===== config.mk =====
export PLATFORM = sky130hd
export DESIGN_NAME = bfhd_front_flat
export DESIGN_NICKNAME = d
export VERILOG_FILES = /design/src/design/box_filter_halving_downscaler_macros.svh /design/src/design/bfhd_pkg.sv /design/src/design/bfhd_in_if.sv /design/src/design/bfhd_front.sv /design/src/flat_wrapper.sv
export SDC_FILE = /design/constraint.sdc
export NUM_CORES = 1
export LEC_CHECK = 0
export BUFFER_PORTS_ARGS = -buffer_cell sky130_fd_sc_hd__buf_2
export CAP_MARGIN = 30
export CORE_ASPECT_RATIO = 0.6
export CORE_MARGIN = 3
export CORE_UTILIZATION = 52
export DETAILED_ROUTE_END_ITERATION = 6
export PLACE_DENSITY = 0.85
export SYNTH_ARGS = -nofsm -noshare
export SYNTH_HDL_FRONTEND = slang
export SYNTH_SLANG_ARGS = --single-unit

===== constraint.sdc =====
create_clock -name i_clk -period 2.97 [get_ports i_clk]
set_clock_uncertainty 0.1 [all_clocks]
set_input_delay 0.297 -clock i_clk [delete_from_list [all_inputs] [get_ports i_clk]]
set_output_delay 0.297 -clock i_clk [all_outputs]
set_load 0.02 [all_outputs]

===== src/design/box_filter_halving_downscaler_macros.svh =====
// Assertion macros for the box filter halving downscaler.
`ifndef BOX_FILTER_HALVING_DOWNSCALER_MACROS_SVH
`define BOX_FILTER_HALVING_DOWNSCALER_MACROS_SVH

`ifndef SYNTHESIS
`define BFHD_ASSERT_IMP(label, clk, rst_n, ante, cons) \
    label: assert property (@(posedge clk) disable iff (!rst_n) (ante) |-> (cons)) \
        else $error("bfhd assertion failed");
`define BFHD_ASSERT_NEXT(label, clk, rst_n, ante, cons) \
    label: assert property (@(posedge clk) disable iff (!rst_n) (ante) |=> (cons)) \
        else $error("bfhd assertion failed");
`else
`define BFHD_ASSERT_IMP(label, clk, rst_n, ante, cons)
`define BFHD_ASSERT_NEXT(label, clk, rst_n, ante, cons)
`endif

`endif


===== src/design/bfhd_pkg.sv =====
package bfhd_pkg;

    localparam int PIX_W = 32;
    localparam int SUM_W = 36;
    localparam int DIM_W = 13;
    localparam int ADDR_W = 4;

    typedef enum logic [1:0] {
        REG_IMAGE_WIDTH  = 2'd0,
        REG_IMAGE_HEIGHT = 2'd1,
        REG_MAX_SIZE     = 2'd2,
        REG_UNUSED       = 2'd3
    } t_reg_idx;

    typedef struct packed {
        logic [DIM_W-1:0] w;
        logic [DIM_W-1:0] h;
        logic             active;
    } t_geom;

    typedef struct packed {
        logic             valid;
        logic [PIX_W-1:0] pixel;
        logic             last;
    } t_lvl_out;

    function automatic logic [SUM_W-1:0] pair_sum(input logic [PIX_W-1:0] a,
                                                  input logic [PIX_W-1:0] b);
        logic [SUM_W-1:0] s;
        s = '0;
        for (int ch = 0; ch < 4; ch++) begin
            s[9*ch +: 9] = {1'b0, a[8*ch +: 8]} + {1'b0, b[8*ch +: 8]};
        end
        return s;
    endfunction

    function automatic logic [PIX_W-1:0] average4(input logic [SUM_W-1:0] s0,
                                                  input logic [SUM_W-1:0] s1);
        logic [PIX_W-1:0] p;
        logic [9:0]       v;
        p = '0;
        for (int ch = 0; ch < 4; ch++) begin
            v = {1'b0, s0[9*ch +: 9]} + {1'b0, s1[9*ch +: 9]};
            p[8*ch +: 8] = v[9:2];
        end
        return p;
    endfunction

endpackage


===== src/design/bfhd_in_if.sv =====
interface bfhd_in_if;
    logic        valid;
    logic        ready;
    logic [31:0] in_pixel;
    modport source(output valid, output in_pixel, input ready);
    modport sink(input valid, input in_pixel, output ready);
endinterface


===== src/design/bfhd_front.sv =====
module bfhd_front (
    input  logic          i_clk,
    input  logic          i_rst_n,
    bfhd_in_if.sink       i_in,
    input  logic          i_pop,
    output logic          o_valid,
    output logic [31:0]   o_pixel
);
    import bfhd_pkg::*;

    logic [PIX_W-1:0] r_mem [2];
    logic             r_wptr, n_wptr;
    logic             r_rptr, n_rptr;
    logic [1:0]       r_count, n_count;
    logic             w_push;
    logic             w_pop;

    assign i_in.ready = (r_count != 2'd2);
    assign w_push     = i_in.valid && i_in.ready;
    assign w_pop      = i_pop && (r_count != 2'd0);
    assign o_valid    = (r_count != 2'd0);
    assign o_pixel    = r_mem[r_rptr];

    always_comb begin
        n_wptr  = w_push ? ~r_wptr : r_wptr;
        n_rptr  = w_pop ? ~r_rptr : r_rptr;
        n_count = r_count + {1'b0, w_push} - {1'b0, w_pop};
    end

    always_ff @(posedge i_clk) begin
        if (!i_rst_n) begin
            r_wptr  <= 1'b0;
            r_rptr  <= 1'b0;
            r_count <= 2'd0;
        end else begin
            r_wptr  <= n_wptr;
            r_rptr  <= n_rptr;
            r_count <= n_count;
        end
    end

    always_ff @(posedge i_clk) begin
        if (w_push) begin
            r_mem[r_wptr] <= i_in.in_pixel;
        end
    end
endmodule


===== src/flat_wrapper.sv =====
// flat-port wrapper written by rule: the top's interface ports become plain ports
module bfhd_front_flat import bfhd_pkg::*;
  (i_clk, i_rst_n, i_pop, o_valid, o_pixel, i_in_valid, i_in_in_pixel, i_in_ready);
  bfhd_in_if i_in_i ();
  input  logic i_clk;
  input  logic i_rst_n;
  input  logic i_pop;
  output logic o_valid;
  output logic [31:0] o_pixel;
  input wire logic [$bits(i_in_i.valid)-1:0] i_in_valid;
  input wire logic [$bits(i_in_i.in_pixel)-1:0] i_in_in_pixel;
  output wire logic [$bits(i_in_i.ready)-1:0] i_in_ready;
  assign i_in_i.valid = i_in_valid;
  assign i_in_i.in_pixel = i_in_in_pixel;
  assign i_in_ready = i_in_i.ready;
  bfhd_front u_core (.i_clk(i_clk), .i_rst_n(i_rst_n), .i_in(i_in_i), .i_pop(i_pop), .o_valid(o_valid), .o_pixel(o_pixel));
endmodule

==> impl_metrics.toml, run 1 <==
[detailed_routing]
drt-wirelength-per-cell_um = 15.3
drc = 0
drt_pre_antenna_iters = 4
ant_nets = 0
vias_per_cell = 4.90
drt_iter0_markers = 26
finalWirelength_mm = 4.16
vias = 1333

[power]
peakVddDrop_mv = 0.523
power.density_mw_per_mm2 = 858
p_leak_nw = 1.31

[synthesis]
syn_inst = 127
ys_seq_elements = 69
synth_top_area_share = 0.709
yosys_warnings = 0
synth-main-ff-cell = "edfxtp_1"
synth_seq_area_share = 0.746
ys_top_cells_by_area = "edfxtp_1 (71%), mux2_4 (17%), dfxtp_1 (3.7%)"
ys_types = 22
synthArstFlopShare = 0
yosysTopAreaCell = "edfxtp_1"
netlist_area_mm2 = 0.00271
synth_edf_count = 64
syn-num-nets = 165
avgSynthCellArea_um2 = 21.3

[finish]
fillers = 324
seq_area_mm2 = 0.00202
area_growth_pct = 19.5
multi_input_area_um2 = 613
drive_gt1_frac = 0.574
antenna_cells = 0
layout.nets = 244
fin_area_mm2 = 0.00324

[worst_setup_path]
critPathKind = "register to primary output"
cp.required_ns = 2.57
cp-start-kind = "register"
crit_path_max_fanout = 17
crit_arrival_ns = 1.90
cpPeakStageDelay_ns = 0.67
reg2reg_setup_slack_ns = 1.32
end_kind = "primary output"
crit_chain = "buf_4 > mux2_4 > buf_2"
slowest_stage = "dfxtp_2"

[floorplanning]
io_pins = 70
dieArea_mm2 = 0.00614
initial_core_util = 0.564
rows = 19
dieWidth_um = 99.2
coreArea_mm2 = 0.00480
die_h_um = 61.9

[flow_run]
drv_cap = 0

[timing]
finalSetupViolCount = 0
relSlewSlack = 0.648
tightest_slew_ns = 0.529
period_minus_slack_ns = 2.30
timing.final.crit_share = 0.774
tns_ns = 0
maxSlewViolCount = 0
rsz0062_at_grt = "no"
finalHoldViolCount = 0
fmax_mhz = 435

[hold_path]
min_path_type = "primary input to register"

[clock_tree]
clk_pin_slew_ns = 0.06
clk_latency_ns = 0.33
cts_sinks = 69
post_cts_resized = 0
cts_buffers = 9
cts-root-buf = "clkbuf_8"
cts-hold-fix-buffers = 0
cts_max_path_buffers = 2
postCtsSetupRepairBufs = 0
tritoncts = "done"
cts.htree.levels = 3

[placement]
dpl.hpwl_mm = 2.82
place_area_mm2 = 0.00309
port_buffers = 69
gp_congestion = 0.694

[global_routing]
grt_util_all_layers = 0.148
grt_overflow = 0
grt_max_degree = 33
grt_antenna_before_repair = 0
grt_pass1_vias = 1324
grt_pass1_wl_mm = 6.38

[run_status]
status = "finished clean"
==> synth_stat cells, types with 2 or more instances <==
cell and count:
dfxtp_1 5, mux2_4 30, mux2_2 2, ha_1 2, inv_1 3, edfxtp_1 64
nor2_1 3, buf_12 3, and2_1 2
==> routing by layer <==
metal  up-vias  global-route usage  routed length [µm]
met1       626               0.188                1870
met2        59               0.212                1790
met3         3              0.0892                 466
met5         -                   0                   0
li1        645                   -                   -
met4         0              0.0525                  30
==> cell usage in the layout (no fill, tap or decap), drive strengths merged <==
master / synthesis / final
clkinv: 0 / 4
and2: 3 / 3
nor3: 1 / 1
nand2: 1 / 1
nor2b: 1 / 1
buf: 4 / 72
nand4b: 1 / 1
o21ai: 1 / 1
dfxtp: 5 / 5
and3: 1 / 1
inv: 3 / 3
mux2: 32 / 32
edfxtp: 64 / 64
or2: 1 / 1
xor2: 1 / 1
clkbuf: 0 / 10
nor2: 3 / 3
xnor2: 1 / 1
ha: 2 / 2
o21a: 1 / 1
nand2b: 1 / 1
==> final timing paths <==
path / from / to / cells past startpoint
max reg2reg: u_core.r_count[0] / u_core.r_mem[0][1] / 4
max: register / o_pixel[7] / 3
min reg2reg: u_core.r_wptr / u_core.r_wptr / 2
min: i_in_in_pixel[0] / u_core.r_mem[1][0] / 1
==> area by class of cell <==
class	count	share of cell area
Timing Repair Buffer	72	0.114
Clock inverter	4	0.00541
Multi-Input combinational cell	51	0.189
Tap cell	63	0.0243
Inverter	3	0.00348
Sequential cell	69	0.625
Clock buffer	10	0.0394
==> per-stage QoR <==
step | hold slack [ns] | utilization | power, mW | std cells | setup WS (ns)
2_1_floorplan | 0.296 | - | 2.04 | 127 | 0.273
3_3_place_gp | 0.385 | 0.644 | 2.22 | 258 | 1.01
3_5_place_dp | 0.390 | 0.644 | 2.23 | 258 | 0.996
4_1_cts | 0.0377 | 0.675 | 2.82 | 272 | 0.630
5_1_grt | 0.0292 | 0.675 | 2.93 | 272 | 0.532
6_report | 0.0550 | 0.675 | 2.78 | 272 | 0.671
==> where the power goes <==
group	total (mW)	switching, mW	internal (mW)
registers	1.32	0.0859	1.24
logic	0.878	0.461	0.418
clock network	0.581	0.296	0.285
total	2.78	0.842	1.94
==> sequential cells by signal, summed over array words and instances, names as in the netlist, named ones only <==
signal / cells
u_core.r_count: 2
u_core.r_mem: 64
u_core.r_rptr: 1
u_core.r_wptr: 1
==> critical path: cells and delay by family, from the launching register on <==
kind                   cells  cell delay, ns
buffers and inverters      2            0.56
DFF                        1            0.67
muxes                      1            0.34
==> cells by family after synthesis <==
| group | Yosys count | synth area share |
|---|---|---|
| flops | 69 | 0.746 |
| mux | 32 | 0.175 |
| simple gates | 13 | 0.0286 |
| buf+inv | 7 | 0.0305 |
| compound gates | 2 | 0.00462 |
| xor+xnor | 2 | 0.00646 |
| fa+ha+maj | 2 | 0.00923 |
Power figures use the tool's default switching activity.
==> run 2: changes to the inputs <==
ABC_AREA = 1   (was default)
clock period = 2.4 ns   (was 2.97 ns; I/O delays follow)
==> run 2 against run 1 <==
  * Sequential power rose by 21%
  * Clock power rose by 48%
  * Sequential share of layout area fell by 6.6 points
  * Critical path depth did not move
  * Non-clock buffer count rose by 35
  * Global-route usage rose by 2.4 points
  * Critical path type unchanged
  * Largest power group unchanged
==> impl_metrics.toml, run 2 <==
[timing]
period_minus_slack_ns = 1.83
finalHoldViolCount = 0
rsz0062_at_grt = "no"
tightest_slew_ns = 0.315
tns_ns = 0
maxSlewViolCount = 0
timing.final.crit_share = 0.764
relSlewSlack = 0.790
finalSetupViolCount = 0
fmax_mhz = 545

[clock_tree]
postCtsSetupRepairBufs = 0
clk_pin_slew_ns = 0.07
clk_latency_ns = 0.33
cts_max_path_buffers = 2
cts-root-buf = "clkbuf_8"
cts_sinks = 69
cts_buffers = 9
tritoncts = "done"
cts.htree.levels = 3

[power]
peakVddDrop_mv = 0.646
p_leak_nw = 1.50
power.density_mw_per_mm2 = 1000

[synthesis]
syn_inst = 138
synth_top_area_share = 0.708
synth_seq_area_share = 0.745
ys_seq_elements = 69
netlist_area_mm2 = 0.00271
synth_edf_count = 64
synthArstFlopShare = 0
synthTopCellsByCount = "edfxtp_1 (64), mux2_4 (30), inv_1 (9), nand2_1 (9), nor2_1 (8)"
ys_types = 12
post-synth-top-count-cell = "edfxtp_1"
yosys_warnings = 0
avgSynthCellArea_um2 = 19.7
ys_top_cells_by_area = "edfxtp_1 (71%), mux2_4 (17%), dfxtp_1 (3.7%)"
syn-num-nets = 176
yosysTopAreaCell = "edfxtp_1"
synth-main-ff-cell = "edfxtp_1"

[worst_setup_path]
end_kind = "primary output"
cp.required_ns = 2.06
critPathKind = "register to primary output"
crit_path_max_fanout = 16
crit_arrival_ns = 1.49
cp-start-kind = "register"

[finish]
layout.nets = 290
largest-register = "u_core.r_mem"
area_growth_pct = 33.5
antenna_cells = 0
largest_reg_flops = 64
layout_common_cells = "buf_2 (69), edfxtp_1 (64), dlygate4sd3_1 (32)"
top_regs = "u_core.r_mem: 64 flops, u_core.r_count: 2 flops"
utilization = 0.755
drive_gt1_frac = 0.471
final_common_cell = "buf_2"

[placement]
gp_congestion = 0.779
port_buffers = 69
dpl.hpwl_mm = 3.10

[floorplanning]
dieArea_mm2 = 0.00615
dieWidth_um = 99.3
die_h_um = 62.0
io_pins = 70
rows = 19
coreArea_mm2 = 0.00480
initial_core_util = 0.565

[hold_path]
min_path_type = "primary input to register"

[detailed_routing]
drc = 0
ant_nets = 0
finalWirelength_mm = 4.95
drt_pre_antenna_iters = 4
vias_per_cell = 4.72
vias = 1511
drt_iter0_markers = 53
drt-wirelength-per-cell_um = 15.5

[global_routing]
grt_util_all_layers = 0.172
grt_max_degree = 18
grt_pass1_wl_mm = 7.52
grt_antenna_before_repair = 0
grt_overflow = 0
grt_pass1_vias = 1575

[flow_run]
drv_cap = 0

[run_status]
status = "finished clean"
==> run 2: changes by cell type in the layout (fill, tap and decap cells not counted), moves of 2 or more <==
cell           delta
dlygate4sd3_1    +32
nand2_1           +8
inv_1             +6
nor2_1            +4
buf_4             +3
nand3_1           +3
a21oi_1           +2
and2_1            -2
==> run 2: cell families after synthesis <==
family,count (synthesis),synth area share
buffers and inverters,13,0.0387
adder cells (fa/ha/maj),2,0.00922
AO/OA/AOI/OAI,2,0.00369
multiplexers,32,0.174
flip-flops,69,0.745
AND/OR/NAND/NOR,20,0.0290
==> run 2: through the flow <==
step / area (µm²) / hold slack [ns] / instances / worst slack (ns) / total power, mW
final: 3620 / 0.0575 / 320 / 0.566 / 3.63
after global routing: 3620 / 0.0536 / 320 / 0.499 / 3.82
after floorplan: 2720 / 0.233 / 138 / 0.357 / 2.48
after global placement: 3120 / 0.327 / 272 / 0.948 / 2.72
after detailed placement: 3120 / 0.332 / 272 / 0.908 / 2.75
after CTS: 3620 / 0.0295 / 320 / 0.533 / 3.67
==> run 2: final cells by class <==
cell class,instances,area (µm²)
Fill cell,304,1180
Inverter,9,33.8
Sequential cell,69,2020
Multi-Input combinational cell,56,594
Clock buffer,11,131
Timing Repair Buffer,107,711
Tap cell,63,78.8
Clock inverter,5,51.3
==> run 2: per-layer routing <==
| layer | GRT usage | up-vias | part of all wire |
|---|---|---|---|
| li1 | - | 745 | - |
| met1 | 0.200 | 705 | 0.44 |
| met2 | 0.302 | 54 | 0.49 |
| met3 | 0.0669 | 7 | 0.064 |
| met4 | 0.0603 | 0 | 0.010 |
| met5 | 0 | - | 0 |
==> run 2: worst paths after layout <==
check                                  startpoint  cells after the start                end  slack, ns
worst max-delay path                     register                      3         o_pixel[0]       0.57
worst min-delay path                      i_rst_n                      3  u_core.r_count[0]       0.06
worst max register to register  u_core.r_count[1]                     10  u_core.r_count[1]       0.87
worst min register to register      u_core.r_rptr                      2      u_core.r_rptr       0.42
==> run 2: worst max-delay path, cell delays in order, from the launching register on <==
cell	delay [ns]
dfxtp_2	0.33
buf_4	0.29
mux2_2	0.38
buf_2	0.16
==> run 2: report_power, final <==
part           switching [mW]  internal [mW]
combinational           0.654          0.518
clock                   0.385          0.473
sequential             0.0589           1.54
==> run 2: what timing repair did <==
| action | in CTS | in global routing |
|---|---|---|
| endpoints found under the hold margin | 64 | 0 |
| resized for setup | 0 | 0 |
| setup endpoints to repair | 0 | 0 |
| hold buffers | 32 | 0 |
